**src/rtl/sbt_pkg.sv**
```systemverilog
// Types and constants for the source byte tokenizer.
// No dependencies; used by sbt_scan, the top level and the checker.
package sbt_pkg;

   localparam int LineBits = 20;
   localparam int ColBits  = 16;

   localparam logic [4:0] KindWord     = 5'd0;
   localparam logic [4:0] KindNumber   = 5'd1;
   localparam logic [4:0] KindString   = 5'd2;
   localparam logic [4:0] KindNewline  = 5'd3;
   localparam logic [4:0] KindArrow    = 5'd4;
   localparam logic [4:0] KindLParen   = 5'd5;
   localparam logic [4:0] KindRParen   = 5'd6;
   localparam logic [4:0] KindLBracket = 5'd7;
   localparam logic [4:0] KindRBracket = 5'd8;
   localparam logic [4:0] KindLBrace   = 5'd9;
   localparam logic [4:0] KindRBrace   = 5'd10;
   localparam logic [4:0] KindColon    = 5'd11;
   localparam logic [4:0] KindComma    = 5'd12;
   localparam logic [4:0] KindEqual    = 5'd13;
   localparam logic [4:0] KindPlus     = 5'd14;
   localparam logic [4:0] KindMinus    = 5'd15;
   localparam logic [4:0] KindUnknown  = 5'd16;
   localparam logic [4:0] KindEof      = 5'd17;

   localparam logic [7:0] ChHash    = 8'h23;
   localparam logic [7:0] ChQuote   = 8'h22;
   localparam logic [7:0] ChNewline = 8'h0A;
   localparam logic [7:0] ChTab     = 8'h09;
   localparam logic [7:0] ChSpace   = 8'h20;
   localparam logic [7:0] ChUnder   = 8'h5F;
   localparam logic [7:0] ChLowerX  = 8'h78;
   localparam logic [7:0] ChGreater = 8'h3E;
   localparam logic [7:0] ChMinus   = 8'h2D;
   localparam logic [7:0] ChZero    = 8'h30;
   localparam logic [7:0] ChNul     = 8'h00;

   typedef struct packed {
      logic [7:0] source_byte;
      logic       end_of_input;
   } req_type;

   typedef struct packed {
      logic [4:0]          token_kind;
      logic [31:0]         start_offset;
      logic [15:0]         token_length;
      logic [LineBits-1:0] start_line;
      logic [ColBits-1:0]  start_column;
      logic                last_of_run;
   } rsp_type;

   typedef enum logic [6:0] {
      MODE_IDLE          = 7'b0000001,
      MODE_WORD          = 7'b0000010,
      MODE_DEC           = 7'b0000100,
      MODE_HEX           = 7'b0001000,
      MODE_STRING        = 7'b0010000,
      MODE_LINE_COMMENT  = 7'b0100000,
      MODE_BLOCK_COMMENT = 7'b1000000
   } mode_type;

   typedef enum logic [1:0] {
      OP_NONE   = 2'd0,
      OP_SCAN   = 2'd1,
      OP_FINISH = 2'd2
   } op_type;

   typedef struct packed {
      mode_type            mode;
      logic [31:0]         offset;
      logic [LineBits-1:0] line;
      logic [ColBits-1:0]  column;
      logic [31:0]         tok_offset;
      logic [LineBits-1:0] tok_line;
      logic [ColBits-1:0]  tok_column;
      logic [15:0]         tok_count;
      logic [1:0]          hash_run;
   } scan_state_type;

   typedef struct packed {
      logic [1:0] count;
      rsp_type    item0;
      rsp_type    item1;
   } emit_type;

   function automatic logic [4:0] symbol_kind(input logic [7:0] c);
      logic [4:0] k;
      unique case (c)
         8'h28:   k = KindLParen;
         8'h29:   k = KindRParen;
         8'h5B:   k = KindLBracket;
         8'h5D:   k = KindRBracket;
         8'h7B:   k = KindLBrace;
         8'h7D:   k = KindRBrace;
         8'h3A:   k = KindColon;
         8'h2C:   k = KindComma;
         8'h3D:   k = KindEqual;
         8'h2B:   k = KindPlus;
         8'h2D:   k = KindMinus;
         default: k = KindUnknown;
      endcase
      return k;
   endfunction

endpackage

```
**src/rtl/sbt_scan.sv**
```systemverilog
// Scan step of the source byte tokenizer: one byte with two bytes of
// lookahead, or the end-of-input flush. Depends on sbt_pkg.
module sbt_scan (
   input  sbt_pkg::op_type         op,
   input  sbt_pkg::scan_state_type st,
   input  logic [7:0]              cur_byte,
   input  logic [7:0]              next_byte,
   input  logic [7:0]              after_byte,
   output sbt_pkg::scan_state_type st_next,
   output sbt_pkg::emit_type       emits
);

   logic        restart;
   logic        triple;
   logic        pend_valid;
   logic [4:0]  pend_kind;
   logic [15:0] pend_len;
   logic        new_valid;
   logic [4:0]  new_kind;
   logic [15:0] new_len;
   logic [15:0] cnt_inc;
   sbt_pkg::rsp_type pend_rsp;
   sbt_pkg::rsp_type new_rsp;

   function automatic logic is_digit(input logic [7:0] c);
      return (c >= 8'h30) && (c <= 8'h39);
   endfunction

   function automatic logic is_alpha(input logic [7:0] c);
      return ((c >= 8'h61) && (c <= 8'h7A)) || ((c >= 8'h41) && (c <= 8'h5A));
   endfunction

   function automatic logic is_hex(input logic [7:0] c);
      return is_digit(c) || ((c >= 8'h61) && (c <= 8'h66)) || ((c >= 8'h41) && (c <= 8'h46));
   endfunction

   assign cnt_inc = (st.tok_count != 16'hFFFF) ? st.tok_count + 16'd1 : st.tok_count;
   assign triple  = (cur_byte == sbt_pkg::ChHash) && (next_byte == sbt_pkg::ChHash) &&
                    (after_byte == sbt_pkg::ChHash);

   always_comb begin
      st_next    = st;
      restart    = 1'b0;
      pend_valid = 1'b0;
      pend_kind  = sbt_pkg::KindWord;
      pend_len   = st.tok_count;
      new_valid  = 1'b0;
      new_kind   = sbt_pkg::KindUnknown;
      new_len    = 16'd1;
      unique case (op)
         sbt_pkg::OP_SCAN: begin
            st_next.offset = st.offset + 32'd1;
            if (cur_byte == sbt_pkg::ChNewline) begin
               st_next.line   = (st.line != '1) ?
                                st.line + {{(sbt_pkg::LineBits-1){1'b0}}, 1'b1} : st.line;
               st_next.column = {{(sbt_pkg::ColBits-1){1'b0}}, 1'b1};
            end else begin
               st_next.column = (st.column != '1) ?
                                st.column + {{(sbt_pkg::ColBits-1){1'b0}}, 1'b1} : st.column;
            end
            if (st.hash_run != 2'd0) begin
               st_next.hash_run = st.hash_run - 2'd1;
            end else begin
               unique case (st.mode)
                  sbt_pkg::MODE_WORD: begin
                     if (is_alpha(cur_byte) || is_digit(cur_byte) ||
                         cur_byte == sbt_pkg::ChUnder) begin
                        st_next.tok_count = cnt_inc;
                     end else begin
                        pend_valid = 1'b1;
                        restart    = 1'b1;
                     end
                  end
                  sbt_pkg::MODE_DEC: begin
                     if (is_digit(cur_byte)) begin
                        st_next.tok_count = cnt_inc;
                     end else begin
                        pend_valid = 1'b1;
                        pend_kind  = sbt_pkg::KindNumber;
                        restart    = 1'b1;
                     end
                  end
                  sbt_pkg::MODE_HEX: begin
                     if (is_hex(cur_byte)) begin
                        st_next.tok_count = cnt_inc;
                     end else begin
                        pend_valid = 1'b1;
                        pend_kind  = sbt_pkg::KindNumber;
                        restart    = 1'b1;
                     end
                  end
                  sbt_pkg::MODE_STRING: begin
                     st_next.tok_count = cnt_inc;
                     if (cur_byte == sbt_pkg::ChQuote) begin
                        pend_valid   = 1'b1;
                        pend_kind    = sbt_pkg::KindString;
                        pend_len     = cnt_inc;
                        st_next.mode = sbt_pkg::MODE_IDLE;
                     end
                  end
                  sbt_pkg::MODE_LINE_COMMENT: begin
                     restart = (cur_byte == sbt_pkg::ChNewline);
                  end
                  sbt_pkg::MODE_BLOCK_COMMENT: begin
                     if (triple) begin
                        st_next.hash_run = 2'd2;
                        st_next.mode     = sbt_pkg::MODE_IDLE;
                     end
                  end
                  default: begin
                     restart = 1'b1;
                  end
               endcase
               if (restart) begin
                  st_next.mode       = sbt_pkg::MODE_IDLE;
                  st_next.tok_offset = st.offset;
                  st_next.tok_line   = st.line;
                  st_next.tok_column = st.column;
                  st_next.tok_count  = 16'd1;
                  priority if (cur_byte == sbt_pkg::ChHash) begin
                     if (triple) begin
                        st_next.mode     = sbt_pkg::MODE_BLOCK_COMMENT;
                        st_next.hash_run = 2'd2;
                     end else begin
                        st_next.mode = sbt_pkg::MODE_LINE_COMMENT;
                     end
                  end else if (cur_byte == sbt_pkg::ChQuote) begin
                     st_next.mode = sbt_pkg::MODE_STRING;
                  end else if (cur_byte == sbt_pkg::ChNewline) begin
                     new_valid = 1'b1;
                     new_kind  = sbt_pkg::KindNewline;
                  end else if (cur_byte == sbt_pkg::ChMinus &&
                               next_byte == sbt_pkg::ChGreater) begin
                     new_valid        = 1'b1;
                     new_kind         = sbt_pkg::KindArrow;
                     new_len          = 16'd2;
                     st_next.hash_run = 2'd1;
                  end else if (is_digit(cur_byte)) begin
                     if (cur_byte == sbt_pkg::ChZero && next_byte == sbt_pkg::ChLowerX) begin
                        st_next.mode      = sbt_pkg::MODE_HEX;
                        st_next.tok_count = 16'd2;
                        st_next.hash_run  = 2'd1;
                     end else begin
                        st_next.mode = sbt_pkg::MODE_DEC;
                     end
                  end else if (is_alpha(cur_byte) || cur_byte == sbt_pkg::ChUnder) begin
                     st_next.mode = sbt_pkg::MODE_WORD;
                  end else if (cur_byte != sbt_pkg::ChSpace && cur_byte != sbt_pkg::ChTab) begin
                     new_valid = 1'b1;
                     new_kind  = sbt_pkg::symbol_kind(cur_byte);
                  end
               end
            end
         end
         sbt_pkg::OP_FINISH: begin
            unique case (st.mode)
               sbt_pkg::MODE_WORD: begin
                  pend_valid = 1'b1;
               end
               sbt_pkg::MODE_DEC, sbt_pkg::MODE_HEX: begin
                  pend_valid = 1'b1;
                  pend_kind  = sbt_pkg::KindNumber;
               end
               sbt_pkg::MODE_STRING: begin
                  // unterminated: closing quote counted as present
                  pend_valid = 1'b1;
                  pend_kind  = sbt_pkg::KindString;
                  pend_len   = cnt_inc;
               end
               default: begin
                  pend_valid = 1'b0;
               end
            endcase
            st_next.mode     = sbt_pkg::MODE_IDLE;
            st_next.hash_run = 2'd0;
            new_valid        = 1'b1;
            new_kind         = sbt_pkg::KindEof;
            new_len          = 16'd0;
         end
         default: begin
            st_next = st;
         end
      endcase
   end

   always_comb begin
      pend_rsp.token_kind   = pend_kind;
      pend_rsp.start_offset = st.tok_offset;
      pend_rsp.token_length = pend_len;
      pend_rsp.start_line   = st.tok_line;
      pend_rsp.start_column = st.tok_column;
      pend_rsp.last_of_run  = 1'b0;
      new_rsp.token_kind    = new_kind;
      new_rsp.start_offset  = st.offset;
      new_rsp.token_length  = new_len;
      new_rsp.start_line    = st.line;
      new_rsp.start_column  = st.column;
      new_rsp.last_of_run   = 1'b0;
      emits.count = {1'b0, pend_valid} + {1'b0, new_valid};
      emits.item0 = pend_valid ? pend_rsp : new_rsp;
      emits.item1 = new_rsp;
   end

endmodule

```
**src/rtl/source_byte_tokenizer_top.sv**
```systemverilog
// Source byte tokenizer, top level: input register, lookahead, scan step
// and a four-entry result queue. Depends on sbt_pkg and sbt_scan.
//
// One source byte is taken per clock while the input side does not stall.
// A byte is scanned two transfers after it arrives (two bytes of lookahead),
// and the scan step of one byte yields at most two tokens, which go into a
// four-entry result queue drained one token per clock while the receiver is
// ready; the input side stalls while that queue holds three or more tokens
// and during the end-of-input steps. An end-of-input transfer (end flag or
// zero byte) starts two lookahead drain steps and the final flush with the
// end-of-file token. After that, transfers are taken and dropped until
// reset.
module source_byte_tokenizer_top (
   input  logic             clock,
   input  logic             reset,
   input  logic             req_valid,
   output logic             req_ready,
   input  sbt_pkg::req_type req_data,
   output logic             rsp_valid,
   input  logic             rsp_ready,
   output sbt_pkg::rsp_type rsp_data
);

   typedef enum logic [3:0] {
      PH_RUN    = 4'b0001,
      PH_TAIL   = 4'b0010,
      PH_FINISH = 4'b0100,
      PH_DONE   = 4'b1000
   } phase_type;

   phase_type                phase_ff, phase_in;
   logic                     in_valid_ff, in_valid_in;
   sbt_pkg::req_type         in_ff, in_in;
   logic [7:0]               la0_ff, la0_in, la1_ff, la1_in;
   logic [1:0]               la_cnt_ff, la_cnt_in;
   sbt_pkg::scan_state_type  scan_ff, scan_in;
   sbt_pkg::rsp_type         mem_ff [4];
   logic [1:0]               wr_ptr_ff, wr_ptr_in, rd_ptr_ff, rd_ptr_in;
   logic [2:0]               count_ff, count_in;

   sbt_pkg::op_type   op;
   sbt_pkg::emit_type emits;
   sbt_pkg::rsp_type  push0, push1;
   logic [7:0]        cur_byte, next_byte, after_byte;
   logic              room, is_end, consume, drain, mark_last, pop;

   assign room   = (count_ff <= 3'd2);
   assign is_end = in_ff.end_of_input || (in_ff.source_byte == sbt_pkg::ChNul);

   always_comb begin
      phase_in   = phase_ff;
      la0_in     = la0_ff;
      la1_in     = la1_ff;
      la_cnt_in  = la_cnt_ff;
      op         = sbt_pkg::OP_NONE;
      cur_byte   = la0_ff;
      next_byte  = la1_ff;
      after_byte = in_ff.source_byte;
      consume    = 1'b0;
      drain      = 1'b0;
      mark_last  = 1'b1;
      unique case (phase_ff)
         PH_RUN: begin
            if (in_valid_ff && room) begin
               consume = 1'b1;
               if (!is_end) begin
                  if (la_cnt_ff != 2'd2) begin
                     if (la_cnt_ff == 2'd0) begin
                        la0_in = in_ff.source_byte;
                     end else begin
                        la1_in = in_ff.source_byte;
                     end
                     la_cnt_in = la_cnt_ff + 2'd1;
                  end else begin
                     op     = sbt_pkg::OP_SCAN;
                     la0_in = la1_ff;
                     la1_in = in_ff.source_byte;
                  end
               end else begin
                  drain    = 1'b1;
                  phase_in = PH_TAIL;
               end
            end
         end
         PH_TAIL: begin
            if (room) begin
               drain    = 1'b1;
               phase_in = PH_FINISH;
            end
         end
         PH_FINISH: begin
            if (room) begin
               op       = sbt_pkg::OP_FINISH;
               phase_in = PH_DONE;
            end
         end
         default: begin
            consume = in_valid_ff;
         end
      endcase
      if (drain) begin
         mark_last  = 1'b0;
         op         = (la_cnt_ff != 2'd0) ? sbt_pkg::OP_SCAN : sbt_pkg::OP_NONE;
         next_byte  = (la_cnt_ff == 2'd2) ? la1_ff : sbt_pkg::ChNul;
         after_byte = sbt_pkg::ChNul;
         la0_in     = la1_ff;
         la1_in     = sbt_pkg::ChNul;
         la_cnt_in  = (la_cnt_ff != 2'd0) ? la_cnt_ff - 2'd1 : 2'd0;
      end
   end

   sbt_scan u_scan (
      .op         (op),
      .st         (scan_ff),
      .cur_byte   (cur_byte),
      .next_byte  (next_byte),
      .after_byte (after_byte),
      .st_next    (scan_in),
      .emits      (emits)
   );

   assign req_ready = !in_valid_ff || consume;

   always_comb begin
      in_in       = in_ff;
      in_valid_in = in_valid_ff;
      if (req_valid && req_ready) begin
         in_in       = req_data;
         in_valid_in = 1'b1;
      end else if (consume) begin
         in_valid_in = 1'b0;
      end
   end

   assign rsp_valid = (count_ff != 3'd0);
   assign rsp_data  = mem_ff[rd_ptr_ff];
   assign pop       = rsp_valid && rsp_ready;

   always_comb begin
      push0             = emits.item0;
      push1             = emits.item1;
      push0.last_of_run = mark_last && (emits.count == 2'd1);
      push1.last_of_run = mark_last;
      wr_ptr_in = wr_ptr_ff + emits.count;
      rd_ptr_in = rd_ptr_ff + {1'b0, pop};
      count_in  = count_ff + {1'b0, emits.count} - {2'b00, pop};
   end

   always_ff @(posedge clock) begin
      if (emits.count != 2'd0) begin
         mem_ff[wr_ptr_ff] <= push0;
      end
      if (emits.count == 2'd2) begin
         mem_ff[wr_ptr_ff + 2'd1] <= push1;
      end
      in_ff <= in_in;
   end

   always_ff @(posedge clock) begin
      if (reset) begin
         phase_ff            <= PH_RUN;
         in_valid_ff         <= 1'b0;
         la0_ff              <= '0;
         la1_ff              <= '0;
         la_cnt_ff           <= '0;
         wr_ptr_ff           <= '0;
         rd_ptr_ff           <= '0;
         count_ff            <= '0;
         scan_ff.mode        <= sbt_pkg::MODE_IDLE;
         scan_ff.offset      <= '0;
         scan_ff.line        <= {{(sbt_pkg::LineBits-1){1'b0}}, 1'b1};
         scan_ff.column      <= {{(sbt_pkg::ColBits-1){1'b0}}, 1'b1};
         scan_ff.tok_offset  <= '0;
         scan_ff.tok_line    <= {{(sbt_pkg::LineBits-1){1'b0}}, 1'b1};
         scan_ff.tok_column  <= {{(sbt_pkg::ColBits-1){1'b0}}, 1'b1};
         scan_ff.tok_count   <= '0;
         scan_ff.hash_run    <= '0;
      end else begin
         phase_ff    <= phase_in;
         in_valid_ff <= in_valid_in;
         la0_ff      <= la0_in;
         la1_ff      <= la1_in;
         la_cnt_ff   <= la_cnt_in;
         wr_ptr_ff   <= wr_ptr_in;
         rd_ptr_ff   <= rd_ptr_in;
         count_ff    <= count_in;
         scan_ff     <= scan_in;
      end
   end

endmodule

```
**config.mk**
```make
export PLATFORM = sky130hd
export DESIGN_NAME = source_byte_tokenizer_top
export DESIGN_NICKNAME = d
export VERILOG_FILES = /design/src/rtl/sbt_pkg.sv /design/src/rtl/sbt_scan.sv /design/src/rtl/source_byte_tokenizer_top.sv
export SDC_FILE = /design/constraint.sdc
export NUM_CORES = 1
export LEC_CHECK = 0
export BUFFER_PORTS_ARGS = -buffer_cell sky130_fd_sc_hd__buf_2
export CAP_MARGIN = 20
export CORE_ASPECT_RATIO = 1.75
export CORE_MARGIN = 2
export CORE_UTILIZATION = 35
export CTS_CLUSTER_SIZE = 12
export DETAILED_ROUTE_END_ITERATION = 10
export HOLD_SLACK_MARGIN = 0.06
export PLACE_DENSITY = 0.56
export SKIP_LAST_GASP = 1
export SYNTH_ARGS = -nofsm -noshare
export SYNTH_HDL_FRONTEND = slang
export SYNTH_SLANG_ARGS = --single-unit
```
**constraint.sdc**
```tcl
create_clock -name clock -period 13.3 [get_ports clock]
set_input_delay 1.33 -clock clock [delete_from_list [all_inputs] [get_ports clock]]
set_output_delay 1.33 -clock clock [all_outputs]
set_load 0.01 [all_outputs]
```
Yosys cells after proc, flatten, opt, wreduce, memory -nomap -nowiden
Memory sizes are Yosys's and may differ from the RTL's. A register that Yosys moved wholly into a read port is not among the register bits.
Index checks and enable logic that the tools add are counted.
- $add $sub $neg: 13
- $mul: 0
- div/mod/pow operators: 0
- $lt $le $gt $ge: 9
- equal/unequal tests: 54
- shift-type cells: 0
- multiplexer cells: 132
- bitwise gates (word level): 2
- reduce and logical (&&, ||, !) cells: 51
- operator list (operator ; count):
    2-to-1 mux 16 bit ; 17
    equality test 8 x 6 -> 1 bit, second input constant ; 13
    2-to-1 mux 90 bit ; 1
    2-to-1 mux 8 bit ; 11
    2-to-1 mux 18 bit ; 4
    2-to-1 mux 7 bit ; 10
    case mux 16 bit (2 select lines) ; 2
    case mux 16 bit (4 select lines) ; 1
    case mux 5 bit (11 select lines) ; 1
    2-to-1 mux 5 bit ; 10
    equality test 8 x 7 -> 1 bit, second input constant ; 6
    2-to-1 mux 2 bit ; 20
    2-to-1 mux 1 bit ; 34
    adder 16 x 1 -> 16 bit, second input constant ; 2
    adder 32 x 1 -> 32 bit, second input constant ; 1
    <= comparator 8 x 7 -> 1 bit, second input constant ; 4
    != test 16 bit, second input constant ; 2
    case mux 7 bit (2 select lines) ; 2
    2-to-1 mux 4 bit ; 6
    adder 20 x 1 -> 20 bit, second input constant ; 1
    != test 20 bit, second input constant ; 1
    case mux 5 bit (2 select lines) ; 2
    nonzero test 2 bit ; 9
    >= comparator 8 x 7 -> 1 bit, second input constant ; 2
    51 further kinds ; 99
- bits in registers: 200
- bits in latches: 0
- bits in writable memories: 360
- memory bits (read-only): 0
- input port bits: 13
- output and inout port bits: 92
- memories: 1
- memories (name ; depth ; width ; read ports ; clocked after memory_dff ; wr ports ; RTL line ; source):
    mem_ff ; 4 ; 90 ; 1 ; 1 ; 2 ; source_byte_tokenizer_top.sv:37 ; sbt_pkg::rsp_type mem_ff [4];

Depth between registers and ports, before layout
Gate-level depths: netlist of the first run.
- word-level depth: 22
- gate-level depth with buffers: 22

By module
A second synthesis of the first run with hierarchy kept.
- cells, all modules: 2279
- area, all modules: 29607.1 um^2
- modules (own cells, without submodules) (module ; times used ; cells each ; area an instance (um^2) ; seq. area each (um^2)):
    source_byte_tokenizer_top ; 1 ; 1416 ; 23498.8 ; 14904.3
    sbt_scan ; 1 ; 863 ; 6108.4 ; 0.0

Worst setup path after synthesis of the first run
OpenSTA, ideal clock, no wires.
- path type: register -> register
- from: register count_ff[0]
- to: memory mem_ff[0][0] (netlist bit) (enable)
- setup time: 0.430 ns
- arrival time: 5.745 ns
- slack: 7.126 ns
- stages on the path, launching flop included: 22
- path buffers: 6
- cell sequence: dfxtp_1 a2111o_1 nor3b_1 a21oi_1 nor2_1 a21oi_1 inv_1 ha_1 clkbuf_1 nand2_1 nor2_2 buf_2 a31oi_1 or2_1 ha_1 clkbuf_1 or3_1 clkbuf_1 and2_1 clkbuf_1 clkbuf_1 inv_1
- RTL lines (item ; RTL line ; source):
    start: declaration ; source_byte_tokenizer_top.sv:39 ; logic [2:0] count_ff, count_in;
    start signal: assignment ; source_byte_tokenizer_top.sv:186 ; count_ff <= count_in;
    end: declaration ; source_byte_tokenizer_top.sv:37 ;

==> results of run 1 <==
==> tightest hold or removal path, delay by kind of cell (launching register included) <==
family / cells / cell delay (ns)
AO/OA/AOI/OAI: 1 / 0.05
AND/OR/NAND/NOR: 1 / 0.04
flip-flops: 1 / 0.32
==> metrics by stage <==
step | hold slack (ns) | cell area (sq um) | total power (W)
after floorplan | 0.420 | 25900 | 0.00221
after global placement | 0.428 | 27000 | 0.00235
after detailed placement | 0.441 | 27000 | 0.00236
after global routing | 0.478 | 28600 | 0.00390
after CTS | 0.455 | 28600 | 0.00380
final | 0.455 | 28600 | 0.00376
==> state kept, by name (all words and copies together), names as in the netlist <==
name,count
wr_ptr_ff,2
in_ff,9
phase_ff,4
scan_ff,161
in_valid_ff,1
cur_byte,8
mem_ff,360
la_cnt_ff,2
rd_ptr_ff,2
la1_ff,8
count_ff,3
==> layout by cell type, fill, tap and decap left out, types with 11 or more instances in the layout <==
| cell type | netlist | routed |
|---|---|---|
| mux4_2 | 90 | 90 |
| inv_1 | 25 | 21 |
| clkbuf_16 | 0 | 55 |
| nand2b_1 | 14 | 14 |
| nor2_1 | 143 | 143 |
| o21ai_0 | 70 | 70 |
| a22o_1 | 281 | 281 |
| a21oi_1 | 151 | 150 |
| and3_1 | 20 | 20 |
| nand2_1 | 286 | 285 |
| or3_1 | 25 | 25 |
| nand4_1 | 25 | 25 |
| nor4_1 | 13 | 13 |
| buf_2 | 49 | 103 |
| xnor2_1 | 20 | 20 |
| ha_1 | 17 | 17 |
| nor3_1 | 26 | 26 |
| xor2_1 | 43 | 43 |
| buf_4 | 7 | 26 |
| nand3_1 | 61 | 61 |
| dfxtp_1 | 247 | 245 |
| nor2b_1 | 11 | 11 |
| clkbuf_1 | 132 | 34 |
| mux2i_1 | 13 | 13 |
| edfxtp_1 | 313 | 313 |
==> area by class of cell <==
cell class	count	area, sq um	share of cell area (%)
repair buffers	130	723	2.53
clock inverters	4	42.5	0.149
inverters	26	105	0.367
well taps	938	1170	4.10
clock buffers	94	1560	5.47
flip-flops and latches	560	14400	50.2
multi-input cells	1475	10600	37.2
==> layer usage <==
metal  GRT usage (%)  up-vias
li1                -     8503
met4            7.52        0
met5               0        -
met2            37.0      613
met1            20.5     9299
met3            2.48      162
==> cells by family (layout without fill, tap and decap cells) <==
logic type                 Yosys count  count (layout)  share of synthesized area, %
AOI/OAI and AO/OA                  593             593                          16.7
adders and majority gates           18              18                         0.897
and+or+nand+nor                    696             696                          12.8
DFF                                560             560                          55.3
buffers and inverters              237             254                          3.80
muxes                              105             105                          8.40
xor gates and xnor gates            63              63                          2.13
==> where the power goes <==
| part | switching (W) | internal [W] | total (W) |
|---|---|---|---|
| registers | 0.0000549 | 0.00183 | 0.00188 |
| logic | 0.000248 | 0.000175 | 0.000423 |
| clock network | 0.000658 | 0.000795 | 0.00145 |
| total | 0.000962 | 0.00280 | 0.00376 |
==> worst max-delay path by stage <==
stage               depth (start not counted)             to  slack (ns)         from
floorplan                                  21   mem_ff[0][0]        7.13  count_ff[0]
global placement                           17   mem_ff[0][5]        6.30  count_ff[0]
detailed placement                         17   mem_ff[0][4]        6.16  count_ff[0]
CTS                                        17  mem_ff[0][84]        6.14  count_ff[0]
global route                               17   mem_ff[0][4]        5.64  count_ff[0]
finish                                     17   mem_ff[0][4]        6.17  count_ff[0]
==> impl_summary.txt, run 1 <==
----------------------------------------------------
[Run status]
  Outcome ... finished clean

[Drt]
  Routed wire length ... 73.6 mm
  Length of routed met2 wiring ... 40.2 mm
  Post-detailed-route DRC marker count ... 0
  Vias after detailed routing ... 18,577
  Routed wl met3 ... 3.70 mm
  Number of iterations in the first detailed-routing pass ... 5
  Met1 Routed Length ... 27.0 mm
  Number of routed nets with antenna violations ... 0
  Highest layer used for signal routing ... met4
  Via density per instance ... 5.76
  DRT iter0 DRCs ... 1,213
  Detail-routed net length per standard cell ... 22.8 um

[Floorplanning]
  Ports placed on the boundary ... 105
  Placeable core area ... 73,700 sq um
  Die Area ... 76,400 sq um
  Die X ... 210 um
  Number of core rows ... 132
  Initial cell density of the core ... 35.2%
  Die height ... 364 um

[Clocking]
  Clock latency on the worst-skew pair ... 0.60 ns
  Gates resized, CTS repair ... 0
  Clk slew on worst S/H paths ... 0.06 ns
  Clk sink count ... 560
  Post CTS Setup Buffer Count ... 0
  Worst-case clock buffer depth ... 3
  TritonCTS clock tree ... yes
  Number of H-tree branching levels ... 2
  Number of hold buffers added after CTS ... 0
  Clock buffer count from CTS ... 54
  Root Driver ... clkbuf_16

[Setup path]
  Arrival time at the worst endpoint ... 7.36 ns
  CP delay by family, top ... simple AND/OR/NAND/NOR gates
  Kind of capture point of the worst setup path ... flip-flop
  Peak per-stage delay on the critical path ... 0.80 ns
  Kind of critical path ... flip-flop to flip-flop
  WP buf/inv ... 4
  Worst reg2reg path startpoint ... count_ff[0]
  Destination of the worst register-to-register timing path ... mem_ff[0][4]
  R2R depth ... 17
  Slowest library cell on the worst path ... buf_4
  Required time at the worst-slack endpoint ... 13.53 ns
  Largest driver fanout on the critical path ... 71
  Worst-path cell chain ... a2111o_1 -> nor3b_1 -> a21oi_1 -> nor2_1 -> a21oi_1 -> inv_1 -> ha_1 -> nand2_1 -> nor2_4 -> buf_4 -> a31oi_1 -> or2_1 -> ha_1 -> or3_1 -> and2_1 -> clkinv_2 -> buf_4
  Worst reg2reg setup slack ... 6.17 ns
  CP startpoint kind ... flip-flop

[Synthesis]
  Async set-reset flop share out of synthesis ... 0%
  Total standard cell area after synthesis ... 25,900 sq um
  Avg Cell Area, Syn ... 11.4 sq um
  Seq cells post-synth ... 560
  Synthesized netlist cell count ... 2,272
  Unique masters post-synth ... 89
  Area share of the largest cell type after synthesis ... 36.2%
  Warning count from the yosys run ... 0
  Top cells by area, synth ... edfxtp_1, dfxtp_1, a22o_1
  EDFF count, synth ... 313
  Post-synthesis sequential area ratio ... 55.3%
  Top post-synthesis cells by count ... edfxtp_1, nand2_1, a22o_1
  Flip-flop cell with the highest count after synthesis ... edfxtp_1
  Library cell with the highest instance count after synthesis ... edfxtp_1
  Yosys top cell by area ... edfxtp_1
  Net count of the mapped netlist ... 2,303

[Final layout]
  Fill count ... 7,035
  Number of standard cells in the final layout excluding fillers ... 3,227
  Post-layout nets ... 2,278
  Antenna fix cells ... 0
  Area growth from synthesis to final layout ... 10.3%
  Final Util ... 38.8%
  Fraction of layout instances using a drive strength above 1 ... 14.7%

[STA]
  Final worst setup slack ... 6.17 ns
  Share of the clock period used by the worst path after layout ... 53.6%
  Pin slew with the least headroom to its limit ... 1.17 ns
  Min Tclk post-route ... 7.13 ns
  Relative max-transition margin ... 22.1%
  Clk_skew ... 0.0123 ns
  Max Clk Rate ... 140 MHz
  Final number of setup-violating endpoints ... 0
  Number of slew-limit violations in the final report ... 0
  Total negative slack ... 0 ns
  Unrepaired setup endpoints after global routing ... no
  Hold violation total from the final report ... 0

[Flow run]
  Max cap viols ... 0

[Hold path]
  Number of stages on the worst hold path ... 2
  Worst hold-check path type ... flip-flop to flip-flop
  Capture endpoint of the worst hold path ... mem_ff[1][47]
  Min-delay src ... mem_ff[1][47]

[GRT]
  Antenna violations before repair ... 2
  Total congestion overflow after global routing ... 0
  Global-route wire length before repair ... 113 mm
  Vias in the first global route ... 18,840
  Largest net degree at the start of global routing ... 72
  Total global routing track utilization ... 19.0%

[Placement]
  Hpwl dp ... 43.6 mm
  Quantity of I/O buffers inserted on ports ... 104
  Total instance count after detailed placement ... 3,128
  Worst slack at placement ... 6.16 ns
  Routability-driven placement congestion ratio ... 0.845

[Power]
  Peak supply drop ... 0.000101 V
  Standby leakage power ... 8.76 nW
  Power per Cell Area ... 131 nW/um^2

----------------------------------------------------
Note: power is estimated with default switching activity, not from simulation.
==> run 2, diff against run 1 <==
Settings changed: ABC_AREA set to 1, PLACE_DENSITY 0.56 to 0.58.
Clock period 13.3 ns to 6.1 ns, I/O delays scaled along.
==> impl_summary.txt, run 2 <==
----------------------------------------------------
[STA]
  Pin slew with the least headroom to its limit ... 1.06 ns (was 1.17 ns)
  Total negative slack ... 0 ns (unchanged)
  Hold violation total from the final report ... 0 (unchanged)
  Number of slew-limit violations in the final report ... 0 (unchanged)
  Final number of setup-violating endpoints ... 0 (unchanged)
  Min Tclk post-route ... 5.27 ns (was 7.13 ns)
  Share of the clock period used by the worst path after layout ... 86.4% (was 53.6%)
  Final worst setup slack ... 0.828 ns (was 6.17 ns)
  Worst hold slack after final layout ... 0.198 ns (was 0.455 ns)
  Relative max-transition margin ... 29.4% (was 22.1%)
  Unrepaired setup endpoints after global routing ... no (unchanged)
  Clk_skew ... 0.0255 ns (was 0.0123 ns)
  Max Clk Rate ... 190 MHz (was 140 MHz)

[Final layout]
  Area growth from synthesis to final layout ... 11.3% (was 10.3%)
  Post-layout nets ... 3,057 (was 2,278)
  Number of flip-flops in the largest register ... 360 (unchanged)
  Post-layout instance area ... 29,800 sq um (was 28,600 sq um)
  Highest-count cells in the layout ignoring fill and taps ... o22ai_1, o21ai_0, nand2_1 (was edfxtp_1, nand2_1, a22o_1)
  Largest registers ... mem_ff (360), scan_ff (161), in_ff (9) (unchanged)
  Register name with the most flops ... mem_ff (unchanged)
  Fraction of layout instances using a drive strength above 1 ... 11.0% (was 14.7%)

[Setup path]
  Arrival time at the worst endpoint ... 5.70 ns (was 7.36 ns)
  Required time at the worst-slack endpoint ... 6.53 ns (was 13.53 ns)
  Kind of critical path ... flip-flop to flip-flop (unchanged)
  Kind of capture point of the worst setup path ... flip-flop (unchanged)
  Largest driver fanout on the critical path ... 59 (was 71)
  CP startpoint kind ... flip-flop (unchanged)

[Drt]
  DRT iter0 DRCs ... 1,624 (was 1,213)
  Number of iterations in the first detailed-routing pass ... 5 (unchanged)
  Detail-routed net length per standard cell ... 20.0 um (was 22.8 um)
  Post-detailed-route DRC marker count ... 0 (unchanged)
  Via density per instance ... 5.57 (was 5.76)
  Number of routed nets with antenna violations ... 0 (unchanged)
  Vias after detailed routing ... 22,789 (was 18,577)
  Routed wire length ... 82.0 mm (was 73.6 mm)

[Power]
  Peak supply drop ... 0.000341 V (was 0.000101 V)
  Standby leakage power ... 10.1 nW (was 8.76 nW)
  Power consumption ... 0.00913 W (was 0.00376 W)
  Power per Cell Area ... 307 nW/um^2 (was 131 nW/um^2)

[Clocking]
  Clock buffer count from CTS ... 54 (unchanged)
  Clk slew on worst S/H paths ... 0.06 ns (about the same)
  Clock latency on the worst-skew pair ... 0.60 ns (about the same)
  Clk sink count ... 560 (unchanged)
  Number of H-tree branching levels ... 2 (unchanged)
  TritonCTS clock tree ... yes (unchanged)
  Worst-case clock buffer depth ... 3 (unchanged)
  Root Driver ... clkbuf_16 (unchanged)
  Number of hold buffers added after CTS ... 0 (unchanged)
  Post CTS Setup Buffer Count ... 0 (unchanged)
  Gates resized, CTS repair ... 0 (unchanged)

[Synthesis]
  EDFF count, synth ... 313 (unchanged)
  Top cells by area, synth ... edfxtp_1, dfxtp_1, o22ai_1 (was edfxtp_1, dfxtp_1, a22o_1)
  Avg Cell Area, Syn ... 8.82 sq um (was 11.4 sq um)
  Async set-reset flop share out of synthesis ... 0% (unchanged)
  Total standard cell area after synthesis ... 26,800 sq um (was 25,900 sq um)
  Net count of the mapped netlist ... 3,064 (was 2,303)
  Area share of the largest cell type after synthesis ... 35.1% (was 36.2%)
  Synthesized netlist cell count ... 3,033 (was 2,272)
  Unique masters post-synth ... 52 (was 89)
  Compound-gate portion of the synthesized area ... 23.1% (was 16.7%)
  Warning count from the yosys run ... 0 (unchanged)
  Seq cells post-synth ... 560 (unchanged)
  Top post-synthesis cells by count ... o21ai_0, o22ai_1, nand2_1 (was edfxtp_1, nand2_1, a22o_1)
  Post-synthesis sequential area ratio ... 53.6% (was 55.3%)
  Yosys top cell by area ... edfxtp_1 (unchanged)
  Proportion of synthesized area in mux cells ... 0% (was 8.40%)
  Synthesized-area fraction occupied by adder cells ... 0.870% (was 0.897%)
  Fraction of the mapped netlist area in simple logic gates ... 15.1% (was 12.8%)
  Flip-flop cell with the highest count after synthesis ... edfxtp_1 (unchanged)
  XOR/XNOR share of the synthesized area ... 0.557% (was 2.13%)
  Main combinational cell family by area after synthesis ... compound AO/OA/AOI/OAI gates (unchanged)

[GRT]
  Vias in the first global route ... 22,224 (was 18,840)
  Total congestion overflow after global routing ... 0 (unchanged)
  Antenna violations before repair ... 1 (was 2)
  Global-route wire length before repair ... 127 mm (was 113 mm)
  Largest net degree at the start of global routing ... 182 (was 72)
  Total global routing track utilization ... 20.5% (was 19.0%)

[Run status]
  Outcome ... finished clean (unchanged)

[Floorplanning]
  Number of core rows ... 134 (was 132)
  Placeable core area ... 76,000 sq um (was 73,700 sq um)
  Die X ... 213 um (was 210 um)
  Die Area ... 78,800 sq um (was 76,400 sq um)
  Die height ... 370 um (was 364 um)
  Ports placed on the boundary ... 105 (unchanged)
  Initial cell density of the core ... 35.2% (about the same)

[Flow run]
  Max cap viols ... 0 (unchanged)

[Placement]
  Placement-stage cell area ... 28,100 sq um (was 27,000 sq um)
  Worst slack at placement ... 0.949 ns (was 6.16 ns)
  Routability-driven placement congestion ratio ... 0.902 (was 0.845)
  Hpwl dp ... 48.5 mm (was 43.6 mm)
  Quantity of I/O buffers inserted on ports ... 104 (unchanged)

[Hold path]
  Worst hold-check path type ... primary input to flip-flop (was flip-flop to flip-flop)

----------------------------------------------------
==> run 2: final timing paths <==
check,from,end,slack [ns],cells after the start
setup / recovery,count_ff[1],mem_ff[3][70],0.83,23
hold / removal,req_data[4],in_ff[4],0.20,1
setup reg to reg,count_ff[1],mem_ff[3][70],0.83,23
hold reg to reg,mem_ff[3][48],mem_ff[3][48],0.47,2
==> run 2: per-stage QoR <==
stage	instances	utilization (%)
after floorplan	3033	-
after global placement	3990	37.0
after detailed placement	3990	37.0
after CTS	4092	39.2
after global routing	4092	39.2
final	4093	39.2
==> run 2: report_power, final <==
group,switching [W],internal [W]
sequential,0.000120,0.00407
clock,0.00146,0.00178
combinational,0.00124,0.000463
total,0.00282,0.00631
==> run 2: per-layer routing <==
metal	vias up	wire length, um	global-route usage [%]	share of wire [%]
li1	10920	-	-	-
met1	10976	32000	23.7	39
met2	683	42800	38.0	52
met3	210	3990	2.06	4.9
met4	0	3320	8.84	4.0
met5	-	0	0	0
==> run 2: layout make-up <==
class	count	area (sq um)
inverters	226	865
clock buffers	97	1580
repair buffers	146	961
fillers	7600	46200
clock inverters	5	75.1
multi-input cells	2038	10700
well taps	1020	1280
flip-flops and latches	560	14400
diodes	1	2.50
==> run 2: worst max-delay path: stages (launching register included) <==
cell	delay, ns
dfxtp_1	0.33
inv_1	0.07
o21ai_1	0.37
nor3_1	0.10
nand2_1	0.14
nand2_1	0.27
inv_1	0.22
nand2_1	0.09
o22ai_1	0.18
inv_1	0.07
ha_1	0.29
buf_4	0.18
nor4_1	0.28
nand2_1	0.08
inv_1	0.13
o311ai_0	0.14
o21ai_0	0.16
ha_1	0.22
inv_1	0.09
nor3_1	0.42
clkinv_2	0.16
buf_4	0.30
buf_4	0.47
o22ai_1	0.30
==> run 2: cell families after synthesis <==
group,Yosys count
adders and majority gates,18
buffers and inverters,435
xor gates and xnor gates,17
AOI/OAI and AO/OA,1057
DFF,560
and+or+nand+nor,946
